`config.mk`:
```
export PLATFORM = sky130hd
export DESIGN_NAME = multichannel_bandpass_biquad_gain_core
export DESIGN_NICKNAME = d
export VERILOG_FILES = /design/src/hw/rtl/mbbg_pkg.sv /design/src/hw/rtl/mbbg_hist_mem.sv /design/src/hw/rtl/mbbg_dp.sv /design/src/hw/rtl/mbbg_seq.sv /design/src/hw/rtl/multichannel_bandpass_biquad_gain_core.sv
export VERILOG_INCLUDE_DIRS = /design/src /design/src/hw/rtl
export SDC_FILE = /design/constraint.sdc
export NUM_CORES = 2
export LEC_CHECK = 0
export BUFFER_PORTS_ARGS = -buffer_cell sky130_fd_sc_hd__buf_2
export CORE_MARGIN = 4
export CORE_UTILIZATION = 58
export DETAILED_ROUTE_END_ITERATION = 7
export GPL_TIMING_DRIVEN = 0
export PLACE_DENSITY = 0.82
export REMOVE_ABC_BUFFERS = 1
export SLEW_MARGIN = 20
export SYNTH_ARGS = -nofsm -noshare
export SYNTH_HDL_FRONTEND = slang
export SYNTH_SLANG_ARGS = --single-unit
```
`constraint.sdc`:
```
create_clock -name aclk -period 14.38 [get_ports aclk]
set_clock_uncertainty 0.2 [all_clocks]
set_input_delay 2.157 -clock aclk [delete_from_list [all_inputs] [get_ports aclk]]
set_output_delay 2.157 -clock aclk [all_outputs]
set_load 0.02 [all_outputs]
```
`src/hw/rtl/assert_macros.svh`:
```
// Assertion macros shared by the band-pass biquad RTL.
`ifndef ASSERT_MACROS_SVH
`define ASSERT_MACROS_SVH

// Check a property at every rising clock edge outside reset.
`define ASSERT_AT(label, clk, rstn, prop) \
    label: assert property (@(posedge clk) disable iff (!rstn) prop) \
        else $error("%m: assertion failed");

// Check that a condition implies another in the cycle after it.
`define ASSERT_NEXT(label, clk, rstn, ante, cons) \
    label: assert property (@(posedge clk) disable iff (!rstn) (ante) |=> (cons)) \
        else $error("%m: assertion failed");

`endif

```
`src/hw/rtl/mbbg_pkg.sv`:
```
// Package with constants, types and rounding helpers of the band-pass biquad core.
`timescale 1ns / 1ps
`default_nettype none

package mbbg_pkg;

    localparam int CHANNEL_COUNT  = 8;
    localparam int SAMPLE_BITS    = 24;
    localparam int COEF_BITS      = 24;
    localparam int GAIN_BITS      = 23;
    localparam int GAIN_FRAC_BITS = 16;
    localparam int CHAN_BITS      = 3;
    localparam int BYPASS_BITS    = 2;
    localparam int CFG_INDEX_BITS = 3;
    localparam int CFG_DATA_BITS  = (COEF_BITS > GAIN_BITS) ? COEF_BITS : GAIN_BITS;
    localparam int CH_IDX_BITS    = (CHANNEL_COUNT > 1) ? $clog2(CHANNEL_COUNT) : 1;

    // x + x2 -/+ 2*x1 needs two extra bits
    localparam int FF_BITS    = SAMPLE_BITS + 2;
    localparam int MUL_A_BITS = FF_BITS;
    localparam int MUL_B_BITS = (COEF_BITS > GAIN_BITS) ? COEF_BITS : GAIN_BITS + 1;
    localparam int PROD_BITS  = MUL_A_BITS + MUL_B_BITS;
    localparam int ACC_BITS   = PROD_BITS + 2;

    localparam logic [GAIN_BITS-1:0]   GAIN_UNITY   = GAIN_BITS'(1 << GAIN_FRAC_BITS);
    localparam logic [BYPASS_BITS-1:0] BYPASS_RESET = '1;

    localparam logic signed [ACC_BITS-1:0] SAT_MAX =
        ACC_BITS'((64'sd1 <<< (SAMPLE_BITS - 1)) - 64'sd1);
    localparam logic signed [ACC_BITS-1:0] SAT_MIN =
        ACC_BITS'(-(64'sd1 <<< (SAMPLE_BITS - 1)));

    typedef enum logic [CFG_INDEX_BITS-1:0] {
        CFG_HP_B0,
        CFG_HP_A1,
        CFG_HP_A2,
        CFG_LP_B0,
        CFG_LP_A1,
        CFG_LP_A2,
        CFG_GAIN,
        CFG_BYPASS
    } cfg_idx_t;

    typedef enum logic [3:0] {
        ST_IDLE,
        ST_READ,
        ST_HP_B,
        ST_HP_A1,
        ST_HP_A2,
        ST_HP_SUM,
        ST_HP_RND,
        ST_LP_FF,
        ST_LP_B,
        ST_LP_A1,
        ST_LP_A2,
        ST_LP_SUM,
        ST_LP_RND,
        ST_GAIN_M,
        ST_GAIN_RND,
        ST_OUT
    } state_t;

    typedef enum logic [1:0] {MUL_B0, MUL_A1, MUL_A2, MUL_GAIN} mul_sel_t;
    typedef enum logic [1:0] {ACC_HOLD, ACC_LOAD, ACC_SUB} acc_op_t;
    typedef enum logic [1:0] {STG_HOLD, STG_PASS, STG_RND} stg_op_t;
    typedef enum logic [1:0] {RES_HOLD, RES_ZERO, RES_GAIN} res_op_t;

    typedef struct packed {
        logic signed [COEF_BITS-1:0] hp_b0;
        logic signed [COEF_BITS-1:0] hp_a1;
        logic signed [COEF_BITS-1:0] hp_a2;
        logic signed [COEF_BITS-1:0] lp_b0;
        logic signed [COEF_BITS-1:0] lp_a1;
        logic signed [COEF_BITS-1:0] lp_a2;
        logic [GAIN_BITS-1:0]        gain;
        logic [BYPASS_BITS-1:0]      bypass;
    } cfg_t;

    // one history entry per channel: last two inputs, middle and low-pass outputs
    typedef struct packed {
        logic signed [SAMPLE_BITS-1:0] x1;
        logic signed [SAMPLE_BITS-1:0] x2;
        logic signed [SAMPLE_BITS-1:0] m1;
        logic signed [SAMPLE_BITS-1:0] m2;
        logic signed [SAMPLE_BITS-1:0] l1;
        logic signed [SAMPLE_BITS-1:0] l2;
    } hist_t;

    typedef struct packed {
        logic     ff_load;
        logic     ff_lp;
        mul_sel_t mul_sel;
        logic     coef_lp;
        acc_op_t  acc_op;
        stg_op_t  hp_op;
        stg_op_t  lp_op;
        res_op_t  res_op;
    } ctrl_t;

    typedef struct packed {
        logic idle;
        logic out_load;
        logic hist_we;
    } seq_stat_t;

    // round to nearest with ties up, shift right, saturate to a sample
    function automatic logic signed [SAMPLE_BITS-1:0] round_sat(
        input logic signed [ACC_BITS-1:0] v,
        input int unsigned                sh
    );
        logic signed [ACC_BITS-1:0]    r;
        logic signed [SAMPLE_BITS-1:0] o;
        r = (v + (ACC_BITS'(1) <<< (sh - 1))) >>> sh;
        if (r > SAT_MAX) begin
            o = SAT_MAX[SAMPLE_BITS-1:0];
        end else if (r < SAT_MIN) begin
            o = SAT_MIN[SAMPLE_BITS-1:0];
        end else begin
            o = r[SAMPLE_BITS-1:0];
        end
        return o;
    endfunction

endpackage

`default_nettype wire

```
`src/hw/rtl/mbbg_hist_mem.sv`:
```
// Per-channel history memory with valid bits cleared at reset and on coefficient writes.
`timescale 1ns / 1ps
`default_nettype none
`include "assert_macros.svh"

module mbbg_hist_mem import mbbg_pkg::*; (
    input  wire logic                   clk,
    input  wire logic                   rstn,
    input  wire logic                   clear,
    input  wire logic                   rd_en,
    input  wire logic [CH_IDX_BITS-1:0] rd_addr,
    output hist_t                       rd_data,
    input  wire logic                   wr_en,
    input  wire logic [CH_IDX_BITS-1:0] wr_addr,
    input  wire hist_t                  wr_data
);

    hist_t                     hist_mem [CHANNEL_COUNT];
    hist_t                     rd_data_reg;
    logic                      rd_valid_reg;
    logic [CHANNEL_COUNT-1:0]  valid_reg;

    always_ff @(posedge clk) begin
        if (wr_en) begin
            hist_mem[wr_addr] <= wr_data;
        end
        if (rd_en) begin
            rd_data_reg <= hist_mem[rd_addr];
        end
    end

    always_ff @(posedge clk) begin
        if (!rstn) begin
            valid_reg    <= '0;
            rd_valid_reg <= 1'b0;
        end else begin
            if (clear) begin
                valid_reg <= '0;
            end else if (wr_en) begin
                valid_reg[wr_addr] <= 1'b1;
            end
            if (rd_en) begin
                rd_valid_reg <= valid_reg[rd_addr];
            end
        end
    end

    // an entry never written since the last clear reads as zero
    assign rd_data = rd_valid_reg ? rd_data_reg : '0;

    `ASSERT_AT(a_no_rd_wr_overlap, clk, rstn, !(rd_en && wr_en))

endmodule

`default_nettype wire

```
`src/hw/rtl/mbbg_dp.sv`:
```
// Datapath with the shared multiplier, accumulator, rounding and history update.
`timescale 1ns / 1ps
`default_nettype none

module mbbg_dp import mbbg_pkg::*; (
    input  wire logic                          clk,
    input  wire logic                          accept,
    input  wire logic signed [SAMPLE_BITS-1:0] sample_in,
    input  wire logic [CHAN_BITS-1:0]          channel_in,
    input  wire ctrl_t                         ctrl,
    input  wire cfg_t                          cfg,
    input  wire hist_t                         hist,
    output logic signed [SAMPLE_BITS-1:0]      result,
    output logic [CHAN_BITS-1:0]               channel,
    output hist_t                              hist_wr
);

    logic signed [SAMPLE_BITS-1:0] x_reg;
    logic [CHAN_BITS-1:0]          chan_reg;
    logic signed [FF_BITS-1:0]     ff_reg;
    logic signed [PROD_BITS-1:0]   prod_reg;
    logic signed [ACC_BITS-1:0]    acc_reg;
    logic signed [SAMPLE_BITS-1:0] hp_reg;
    logic signed [SAMPLE_BITS-1:0] lp_reg;
    logic signed [SAMPLE_BITS-1:0] res_reg;

    logic signed [FF_BITS-1:0]     ff_val;
    logic signed [MUL_A_BITS-1:0]  mul_a;
    logic signed [MUL_B_BITS-1:0]  mul_b;
    logic signed [SAMPLE_BITS-1:0] y1_sel;
    logic signed [SAMPLE_BITS-1:0] y2_sel;
    logic signed [COEF_BITS-1:0]   b0_sel;
    logic signed [COEF_BITS-1:0]   a1_sel;
    logic signed [COEF_BITS-1:0]   a2_sel;

    // feed-forward sum: high-pass x + x2 - 2*x1, low-pass hp + m2 + 2*m1
    always_comb begin
        if (ctrl.ff_lp) begin
            ff_val = FF_BITS'(hp_reg) + FF_BITS'(hist.m2) + (FF_BITS'(hist.m1) <<< 1);
        end else begin
            ff_val = FF_BITS'(x_reg) + FF_BITS'(hist.x2) - (FF_BITS'(hist.x1) <<< 1);
        end
    end

    always_comb begin
        y1_sel = ctrl.coef_lp ? hist.l1 : hist.m1;
        y2_sel = ctrl.coef_lp ? hist.l2 : hist.m2;
        b0_sel = ctrl.coef_lp ? cfg.lp_b0 : cfg.hp_b0;
        a1_sel = ctrl.coef_lp ? cfg.lp_a1 : cfg.hp_a1;
        a2_sel = ctrl.coef_lp ? cfg.lp_a2 : cfg.hp_a2;
        case (ctrl.mul_sel)
            MUL_B0: begin
                mul_a = ff_reg;
                mul_b = MUL_B_BITS'(b0_sel);
            end
            MUL_A1: begin
                mul_a = MUL_A_BITS'(y1_sel);
                mul_b = MUL_B_BITS'(a1_sel);
            end
            MUL_A2: begin
                mul_a = MUL_A_BITS'(y2_sel);
                mul_b = MUL_B_BITS'(a2_sel);
            end
            MUL_GAIN: begin
                mul_a = MUL_A_BITS'(lp_reg);
                mul_b = MUL_B_BITS'({1'b0, cfg.gain});
            end
            default: begin
                mul_a = ff_reg;
                mul_b = MUL_B_BITS'(b0_sel);
            end
        endcase
    end

    always_ff @(posedge clk) begin
        if (accept) begin
            x_reg    <= sample_in;
            chan_reg <= channel_in;
        end
        if (ctrl.ff_load) begin
            ff_reg <= ff_val;
        end
        prod_reg <= mul_a * mul_b;

        case (ctrl.acc_op)
            ACC_LOAD: acc_reg <= ACC_BITS'(prod_reg);
            ACC_SUB:  acc_reg <= acc_reg - ACC_BITS'(prod_reg);
            default:  acc_reg <= acc_reg;
        endcase

        case (ctrl.hp_op)
            STG_PASS: hp_reg <= x_reg;
            STG_RND:  hp_reg <= round_sat(acc_reg, COEF_BITS - 2);
            default:  hp_reg <= hp_reg;
        endcase

        case (ctrl.lp_op)
            STG_PASS: lp_reg <= hp_reg;
            STG_RND:  lp_reg <= round_sat(acc_reg, COEF_BITS - 2);
            default:  lp_reg <= lp_reg;
        endcase

        case (ctrl.res_op)
            RES_ZERO: res_reg <= '0;
            RES_GAIN: res_reg <= round_sat(ACC_BITS'(prod_reg), GAIN_FRAC_BITS);
            default:  res_reg <= res_reg;
        endcase
    end

    assign result  = res_reg;
    assign channel = chan_reg;

    // shift each history pair by one place
    always_comb begin
        hist_wr.x1 = x_reg;
        hist_wr.x2 = hist.x1;
        hist_wr.m1 = hp_reg;
        hist_wr.m2 = hist.m1;
        hist_wr.l1 = lp_reg;
        hist_wr.l2 = hist.l1;
    end

endmodule

`default_nettype wire

```
`src/hw/rtl/mbbg_seq.sv`:
```
// Sequencer that steps one sample through both biquads and the gain.
`timescale 1ns / 1ps
`default_nettype none
`include "assert_macros.svh"

module mbbg_seq import mbbg_pkg::*; (
    input  wire logic                   clk,
    input  wire logic                   rstn,
    input  wire logic                   accept,
    input  wire logic                   chan_oor,
    input  wire logic                   out_free,
    input  wire logic [BYPASS_BITS-1:0] bypass,
    output ctrl_t                       ctrl,
    output seq_stat_t                   stat
);

    state_t state_reg;
    state_t state_next;
    logic   oor_reg;

    always_ff @(posedge clk) begin
        if (!rstn) begin
            state_reg <= ST_IDLE;
            oor_reg   <= 1'b0;
        end else begin
            state_reg <= state_next;
            if (accept) begin
                oor_reg <= chan_oor;
            end
        end
    end

    always_comb begin
        state_next = state_reg;
        case (state_reg)
            ST_IDLE: begin
                if (accept) begin
                    state_next = ST_READ;
                end
            end
            ST_READ: begin
                if (oor_reg) begin
                    state_next = ST_OUT;
                end else if (bypass[0]) begin
                    state_next = ST_LP_FF;
                end else begin
                    state_next = ST_HP_B;
                end
            end
            ST_HP_B:   state_next = ST_HP_A1;
            ST_HP_A1:  state_next = ST_HP_A2;
            ST_HP_A2:  state_next = ST_HP_SUM;
            ST_HP_SUM: state_next = ST_HP_RND;
            ST_HP_RND: state_next = ST_LP_FF;
            ST_LP_FF: begin
                state_next = bypass[1] ? ST_GAIN_M : ST_LP_B;
            end
            ST_LP_B:     state_next = ST_LP_A1;
            ST_LP_A1:    state_next = ST_LP_A2;
            ST_LP_A2:    state_next = ST_LP_SUM;
            ST_LP_SUM:   state_next = ST_LP_RND;
            ST_LP_RND:   state_next = ST_GAIN_M;
            ST_GAIN_M:   state_next = ST_GAIN_RND;
            ST_GAIN_RND: state_next = ST_OUT;
            ST_OUT: begin
                if (out_free) begin
                    state_next = ST_IDLE;
                end
            end
            default: state_next = ST_IDLE;
        endcase
    end

    always_comb begin
        ctrl.ff_load = 1'b0;
        ctrl.ff_lp   = 1'b0;
        ctrl.mul_sel = MUL_B0;
        ctrl.coef_lp = 1'b0;
        ctrl.acc_op  = ACC_HOLD;
        ctrl.hp_op   = STG_HOLD;
        ctrl.lp_op   = STG_HOLD;
        ctrl.res_op  = RES_HOLD;
        case (state_reg)
            ST_READ: begin
                ctrl.ff_load = 1'b1;
                ctrl.hp_op   = bypass[0] ? STG_PASS : STG_HOLD;
                ctrl.res_op  = oor_reg ? RES_ZERO : RES_HOLD;
            end
            ST_HP_B:  ctrl.mul_sel = MUL_B0;
            ST_HP_A1: begin
                ctrl.mul_sel = MUL_A1;
                ctrl.acc_op  = ACC_LOAD;
            end
            ST_HP_A2: begin
                ctrl.mul_sel = MUL_A2;
                ctrl.acc_op  = ACC_SUB;
            end
            ST_HP_SUM: ctrl.acc_op = ACC_SUB;
            ST_HP_RND: ctrl.hp_op  = STG_RND;
            ST_LP_FF: begin
                ctrl.ff_load = 1'b1;
                ctrl.ff_lp   = 1'b1;
                ctrl.lp_op   = bypass[1] ? STG_PASS : STG_HOLD;
            end
            ST_LP_B: begin
                ctrl.mul_sel = MUL_B0;
                ctrl.coef_lp = 1'b1;
            end
            ST_LP_A1: begin
                ctrl.mul_sel = MUL_A1;
                ctrl.coef_lp = 1'b1;
                ctrl.acc_op  = ACC_LOAD;
            end
            ST_LP_A2: begin
                ctrl.mul_sel = MUL_A2;
                ctrl.coef_lp = 1'b1;
                ctrl.acc_op  = ACC_SUB;
            end
            ST_LP_SUM:   ctrl.acc_op  = ACC_SUB;
            ST_LP_RND:   ctrl.lp_op   = STG_RND;
            ST_GAIN_M:   ctrl.mul_sel = MUL_GAIN;
            ST_GAIN_RND: ctrl.res_op  = RES_GAIN;
            default: ;
        endcase
    end

    always_comb begin
        stat.idle     = (state_reg == ST_IDLE);
        stat.out_load = (state_reg == ST_OUT) && out_free;
        stat.hist_we  = (state_reg == ST_OUT) && out_free && !oor_reg;
    end

    `ASSERT_NEXT(a_accept_reads, clk, rstn, accept, state_reg == ST_READ)
    `ASSERT_NEXT(a_oor_skips, clk, rstn, (state_reg == ST_READ) && oor_reg, state_reg == ST_OUT)

endmodule

`default_nettype wire

```
`src/hw/rtl/multichannel_bandpass_biquad_gain_core.sv`:
```
// Top level of the multichannel band-pass biquad filter with output gain.
`timescale 1ns / 1ps
`default_nettype none
`include "assert_macros.svh"

// Each sample with its channel number passes through a high-pass biquad, a
// low-pass biquad (both direct form 1, b2 = b0, b1 = -2*b0 or +2*b0) and a
// linear gain, with rounding (ties up) and 24-bit saturation after every stage.
// Per-channel history sits in one memory entry per channel; valid bits make a
// cleared entry read as zero, so reset and coefficient writes take effect at
// once with no clearing pass. A channel number at or above the channel count
// returns zero and leaves history alone. Bit 0 of the bypass field passes the
// high-pass stage through, bit 1 the low-pass stage; history still advances.
// Samples are taken one at a time: a new input transfer is accepted only
// once the sequencer is back in idle. A bypassed stage skips its multiply,
// sum and rounding states, and an out-of-range channel goes straight from
// the read state to the output state. One shared multiplier forms the three
// products of each biquad and the gain product in turn; each sample also
// needs one memory read and one write back. A finished result waits in the
// output register, so the next input transfer can start while the downstream
// side stalls. Write configuration only while no sample is in flight.

module multichannel_bandpass_biquad_gain_core import mbbg_pkg::*; (
    input  wire logic                          aclk,
    input  wire logic                          aresetn,
    // configuration write port
    input  wire logic                          cfg_we,
    input  wire logic [CFG_INDEX_BITS-1:0]     cfg_index,
    input  wire logic [CFG_DATA_BITS-1:0]      cfg_wdata,
    // input sample channel
    input  wire logic                          s_valid,
    output logic                               s_ready,
    input  wire logic signed [SAMPLE_BITS-1:0] s_sample_in,
    input  wire logic [CHAN_BITS-1:0]          s_channel_in,
    // result channel
    output logic                               m_valid,
    input  wire logic                          m_ready,
    output logic signed [SAMPLE_BITS-1:0]      m_sample_out,
    output logic [CHAN_BITS-1:0]               m_channel_out
);

    cfg_t                          cfg_reg;
    cfg_t                          cfg_next;
    logic                          coef_clear;

    logic                          s_accept;
    logic                          chan_oor;
    logic                          out_free;

    ctrl_t                         ctrl;
    seq_stat_t                     stat;
    hist_t                         hist_rd;
    hist_t                         hist_wr;
    logic signed [SAMPLE_BITS-1:0] dp_result;
    logic [CHAN_BITS-1:0]          dp_channel;

    logic                          m_valid_reg;
    logic signed [SAMPLE_BITS-1:0] m_sample_reg;
    logic [CHAN_BITS-1:0]          m_channel_reg;

    // ---------------------------------------------------------------
    // Configuration registers; any coefficient write drops all history
    // ---------------------------------------------------------------
    always_comb begin
        cfg_next = cfg_reg;
        if (cfg_we) begin
            case (cfg_index)
                CFG_HP_B0:  cfg_next.hp_b0  = cfg_wdata[COEF_BITS-1:0];
                CFG_HP_A1:  cfg_next.hp_a1  = cfg_wdata[COEF_BITS-1:0];
                CFG_HP_A2:  cfg_next.hp_a2  = cfg_wdata[COEF_BITS-1:0];
                CFG_LP_B0:  cfg_next.lp_b0  = cfg_wdata[COEF_BITS-1:0];
                CFG_LP_A1:  cfg_next.lp_a1  = cfg_wdata[COEF_BITS-1:0];
                CFG_LP_A2:  cfg_next.lp_a2  = cfg_wdata[COEF_BITS-1:0];
                CFG_GAIN:   cfg_next.gain   = cfg_wdata[GAIN_BITS-1:0];
                CFG_BYPASS: cfg_next.bypass = cfg_wdata[BYPASS_BITS-1:0];
                default: ;
            endcase
        end
    end

    assign coef_clear = cfg_we && (cfg_index inside {CFG_HP_B0, CFG_HP_A1, CFG_HP_A2,
                                                     CFG_LP_B0, CFG_LP_A1, CFG_LP_A2});

    always_ff @(posedge aclk) begin
        if (!aresetn) begin
            cfg_reg.hp_b0  <= '0;
            cfg_reg.hp_a1  <= '0;
            cfg_reg.hp_a2  <= '0;
            cfg_reg.lp_b0  <= '0;
            cfg_reg.lp_a1  <= '0;
            cfg_reg.lp_a2  <= '0;
            cfg_reg.gain   <= GAIN_UNITY;
            cfg_reg.bypass <= BYPASS_RESET;
        end else begin
            cfg_reg <= cfg_next;
        end
    end

    // ---------------------------------------------------------------
    // Input side: take a transfer only when the sequencer is idle
    // ---------------------------------------------------------------
    assign s_ready  = stat.idle;
    assign s_accept = s_valid && s_ready;
    assign chan_oor = (int'(s_channel_in) >= CHANNEL_COUNT);
    assign out_free = !m_valid_reg || m_ready;

    mbbg_seq u_seq (
        .clk      (aclk),
        .rstn     (aresetn),
        .accept   (s_accept),
        .chan_oor (chan_oor),
        .out_free (out_free),
        .bypass   (cfg_reg.bypass),
        .ctrl     (ctrl),
        .stat     (stat)
    );

    // Read the channel's history on the input transfer, write it back when
    // the result moves to the output register.
    mbbg_hist_mem u_hist_mem (
        .clk     (aclk),
        .rstn    (aresetn),
        .clear   (coef_clear),
        .rd_en   (s_accept && !chan_oor),
        .rd_addr (CH_IDX_BITS'(s_channel_in)),
        .rd_data (hist_rd),
        .wr_en   (stat.hist_we),
        .wr_addr (CH_IDX_BITS'(dp_channel)),
        .wr_data (hist_wr)
    );

    mbbg_dp u_dp (
        .clk        (aclk),
        .accept     (s_accept),
        .sample_in  (s_sample_in),
        .channel_in (s_channel_in),
        .ctrl       (ctrl),
        .cfg        (cfg_reg),
        .hist       (hist_rd),
        .result     (dp_result),
        .channel    (dp_channel),
        .hist_wr    (hist_wr)
    );

    // ---------------------------------------------------------------
    // Output register: hold the result until the transfer completes
    // ---------------------------------------------------------------
    always_ff @(posedge aclk) begin
        if (!aresetn) begin
            m_valid_reg <= 1'b0;
        end else if (stat.out_load) begin
            m_valid_reg <= 1'b1;
        end else if (m_ready) begin
            m_valid_reg <= 1'b0;
        end
    end

    always_ff @(posedge aclk) begin
        if (stat.out_load) begin
            m_sample_reg  <= dp_result;
            m_channel_reg <= dp_channel;
        end
    end

    assign m_valid       = m_valid_reg;
    assign m_sample_out  = m_sample_reg;
    assign m_channel_out = m_channel_reg;

    `ASSERT_AT(a_out_no_overwrite, aclk, aresetn, stat.out_load |-> (!m_valid_reg || m_ready))
    `ASSERT_NEXT(a_busy_after_accept, aclk, aresetn, s_accept, !s_ready)

endmodule

`default_nettype wire
```
==> results by group <==
Yosys
  • Post-synth EDFFs: 1,500
  • Area leader, netlist: edfxtp_1
  • Synth Area per Inst: 13.28 sq um
  • Post-synth top area share: 0.4703
  • Seq cells post-synth: 1,733
  • Prevailing post-synth register cell: edfxtp_1
  • Syn Inst Count: 7,211
  • Synth area leaders: edfxtp_1, fa_1, mux4_2, dfxtp_1, nand2_1
  • Synth Cell Area: 95,770 sq um
  • Synth cell types: 83
  • Synth warn: 0
  • Register area share after synthesis: 0.5190
  • Fraction of registers with async set/reset: 0

Worst setup path
  • Max incr delay on CP: 950 ps
  • Setup CP Type: reg2reg
  • Startpoint Class: register
  • Crit path required time: 14,940 ps
  • Flop2flop setup slack: 2210 ps
  • Worst EP arrival: 12,730 ps
  • Most frequent CP cell: fa_1
  • Critical path capture point type: register
  • Crit-path slowest cell: fa_1
  • Crit Path Max Fanout: 22

Placement
  • Placed Area: 101,300 sq um
  • GPL Wtd Cong: 0.9509
  • Dpl hpwl: 169,000 um
  • Placed insts: 9,343
  • Input/output buffers: 87

Timing
  • Min Clock Period, post-route: 12,170 ps
  • RSZ-0062 raised after global routing: no
  • Fmax: 0.08217 GHz
  • Final period utilization: 0.8463
  • Fin. Hold Viols: 0
  • Final Setup Violations: 0
  • Worst-margin pin slew: 1170 ps
  • Slew HR: 0.2134
  • Fin. max-slew vios: 0

Clock network
  • CTS tree: done
  • Clock sink count: 1,733
  • CTS Buf Count: 170
  • Worst-Skew Late Latency: 870 ps
  • CTS Hold Bufs: 0
  • Post-CTS sizing: 0
  • Worst-path clk slew: 70 ps
  • Post-CTS Setup Bufs: 0
  • Clock Path Buffers: 3
  • H-tree depth: 4
  • Root Buffer: clkbuf_16

Power
  • Power Density: 153.1 nW/um^2
  • Leakage: 41.01 nW
  • Total Power: 16.37 mW
  • Worst vdd rail ir drop: 0.1122 mV

Global route
  • Vias in the first global route: 64,470
  • Largest net degree at the start of global routing: 144
  • Global-route wire length before repair: 385,600 um
  • GRT Resource Usage Total: 0.2933
  • Congestion Overflow GR: 0
  • Initial antenna violation count: 13

Detailed routing
  • First-iteration detailed-routing DRC count: 7,659
  • DRT Wirelength: 251,700 um
  • Routed Antenna Nets: 0
  • DR DRC count: 3
  • Vias per cell: 6.355
  • 1st-pass router iterations: 8
  • Via count: 61,470
  • Wire per inst: 26.03 um

Floorplan
  • Die ar.: 171,700 sq um
  • Starting Density: 0.5857
  • Die height: 414.4 um
  • Core area: 163,500 sq um
  • Die width: 414.4 um
  • Top Ports: 88
  • Rows: 148

Status
  • Failing checks: DRC
  • Outcome: finished with violations

Finish
  • Fin util: 0.6542
  • Area growth, synth to finish: 11.68%
  • Layout cells sized above 1: 0.1499
  • Fillers: 10,550
  • Design area: 107,000 sq um
  • Area of the multi-input gates: 42,020 sq um
  • Nets: 8,344
  • Fin cells: 9,672
  • Max FFs per register: 1,152
  • Sequential cell area: 49,710 sq um

Min path
  • Hold Crit Class: reg2reg

Job
  • Max_cap viols: 0
metrics by stage:
step           worst slack, ps  hold slack [ps]  TNS (ps)
2_1_floorplan           -233.6            200.3    -33630
3_3_place_gp            -13030            205.7  -6608900
3_5_place_dp              2505            205.4         0
4_1_cts                   2401            218.6         0
5_1_grt                   1557            222.4         0
6_report                  2211            213.1         0
report_power, final:
part	leakage, nW	total (mW)	internal (mW)	switching (mW)
Clock	2.72	4.51	2.52	1.99
Combinational	22.6	5.72	2.12	3.61
Sequential	15.7	6.14	5.88	0.266
Total	41.0	16.4	10.5	5.86
Yosys cell counts, types with 51 or more instances:
master and instances:
edfxtp_1 1500, nand2_1 909, inv_1 840, fa_1 701
nor2_1 345, a21oi_1 316, mux4_2 291, ha_1 244
dfxtp_1 233, clkbuf_1 222, mux2_2 185, and2_1 167
o21ai_0 158, xnor2_1 107, a21o_1 91, xor2_1 77
nand3_1 74, buf_2 70, mux2i_1 67, nor2b_1 51
worst max-delay path, delay by kind of cell (launching register included):
kind / cells / cell delay (ps)
flops: 1 / 620
simple gates: 4 / 1600
buf+inv: 4 / 890
fa+ha+maj: 8 / 4710
compound gates: 12 / 3670
mux: 1 / 360
final cells by class:
class | instances | area share
Multi-Input combinational cell | 4304 | 0.3928
Antenna cell | 13 | 0.0003041
Inverter | 843 | 0.02968
Clock inverter | 106 | 0.01056
Timing Repair Buffer | 288 | 0.03409
Clock buffer | 210 | 0.04233
Sequential cell | 1733 | 0.4647
Tap cell | 2175 | 0.02544
logic make-up after synthesis:
| group | Yosys count | synth area share |
|---|---|---|
| AOI/OAI and AO/OA | 892 | 0.06122 |
| xor gates and xnor gates | 184 | 0.01683 |
| adders and majority gates | 945 | 0.1784 |
| buffers and inverters | 1174 | 0.04703 |
| DFF | 1733 | 0.5190 |
| muxes | 543 | 0.09718 |
| and+or+nand+nor | 1740 | 0.08033 |
path summary, 6_finish.rpt:
path / depth (start not counted) / end / start
setup / recovery: 29 / u_dp.prod_reg[49]$_DFF_P_ / u_seq.state_reg[2]$_SDFFE_PN0P_
hold / removal: 0 / m_sample_out[2]$_DFFE_PP_ / u_dp.result[2]$_SDFFCE_PN0P_
setup reg to reg: 29 / u_dp.prod_reg[49]$_DFF_P_ / u_seq.state_reg[2]$_SDFFE_PN0P_
hold reg to reg: 0 / m_sample_out[2]$_DFFE_PP_ / u_dp.result[2]$_SDFFCE_PN0P_
cell usage in the layout, fill, tap and decap left out, types with 35 or more instances in the layout:
| cell | synthesis | final |
|---|---|---|
| a211o_1 | 48 | 48 |
| a21o_1 | 91 | 91 |
| a21oi_1 | 316 | 313 |
| and2_1 | 167 | 165 |
| buf_16 | 0 | 57 |
| buf_2 | 70 | 84 |
| buf_4 | 2 | 84 |
| clkbuf_16 | 0 | 173 |
| clkinv_1 | 1 | 35 |
| dfxtp_1 | 233 | 232 |
| edfxtp_1 | 1500 | 1500 |
| fa_1 | 701 | 701 |
| ha_1 | 244 | 241 |
| inv_1 | 840 | 836 |
| mux2_2 | 185 | 185 |
| mux2i_1 | 67 | 67 |
| mux4_2 | 291 | 291 |
| nand2_1 | 909 | 909 |
| nand2b_1 | 36 | 35 |
| nand3_1 | 74 | 69 |
| nor2_1 | 345 | 331 |
| nor2b_1 | 51 | 50 |
| nor3_1 | 46 | 41 |
| o21ai_0 | 158 | 155 |
| xnor2_1 | 107 | 107 |
| xor2_1 | 77 | 77 |
per-layer routing:
layer,track usage,share of wire
met1,0.3639,0.34
met2,0.4712,0.48
met3,0.07436,0.11
met4,0.1700,0.068
met5,0,0.000052
No activity file was read; power rests on OpenSTA's default activity.
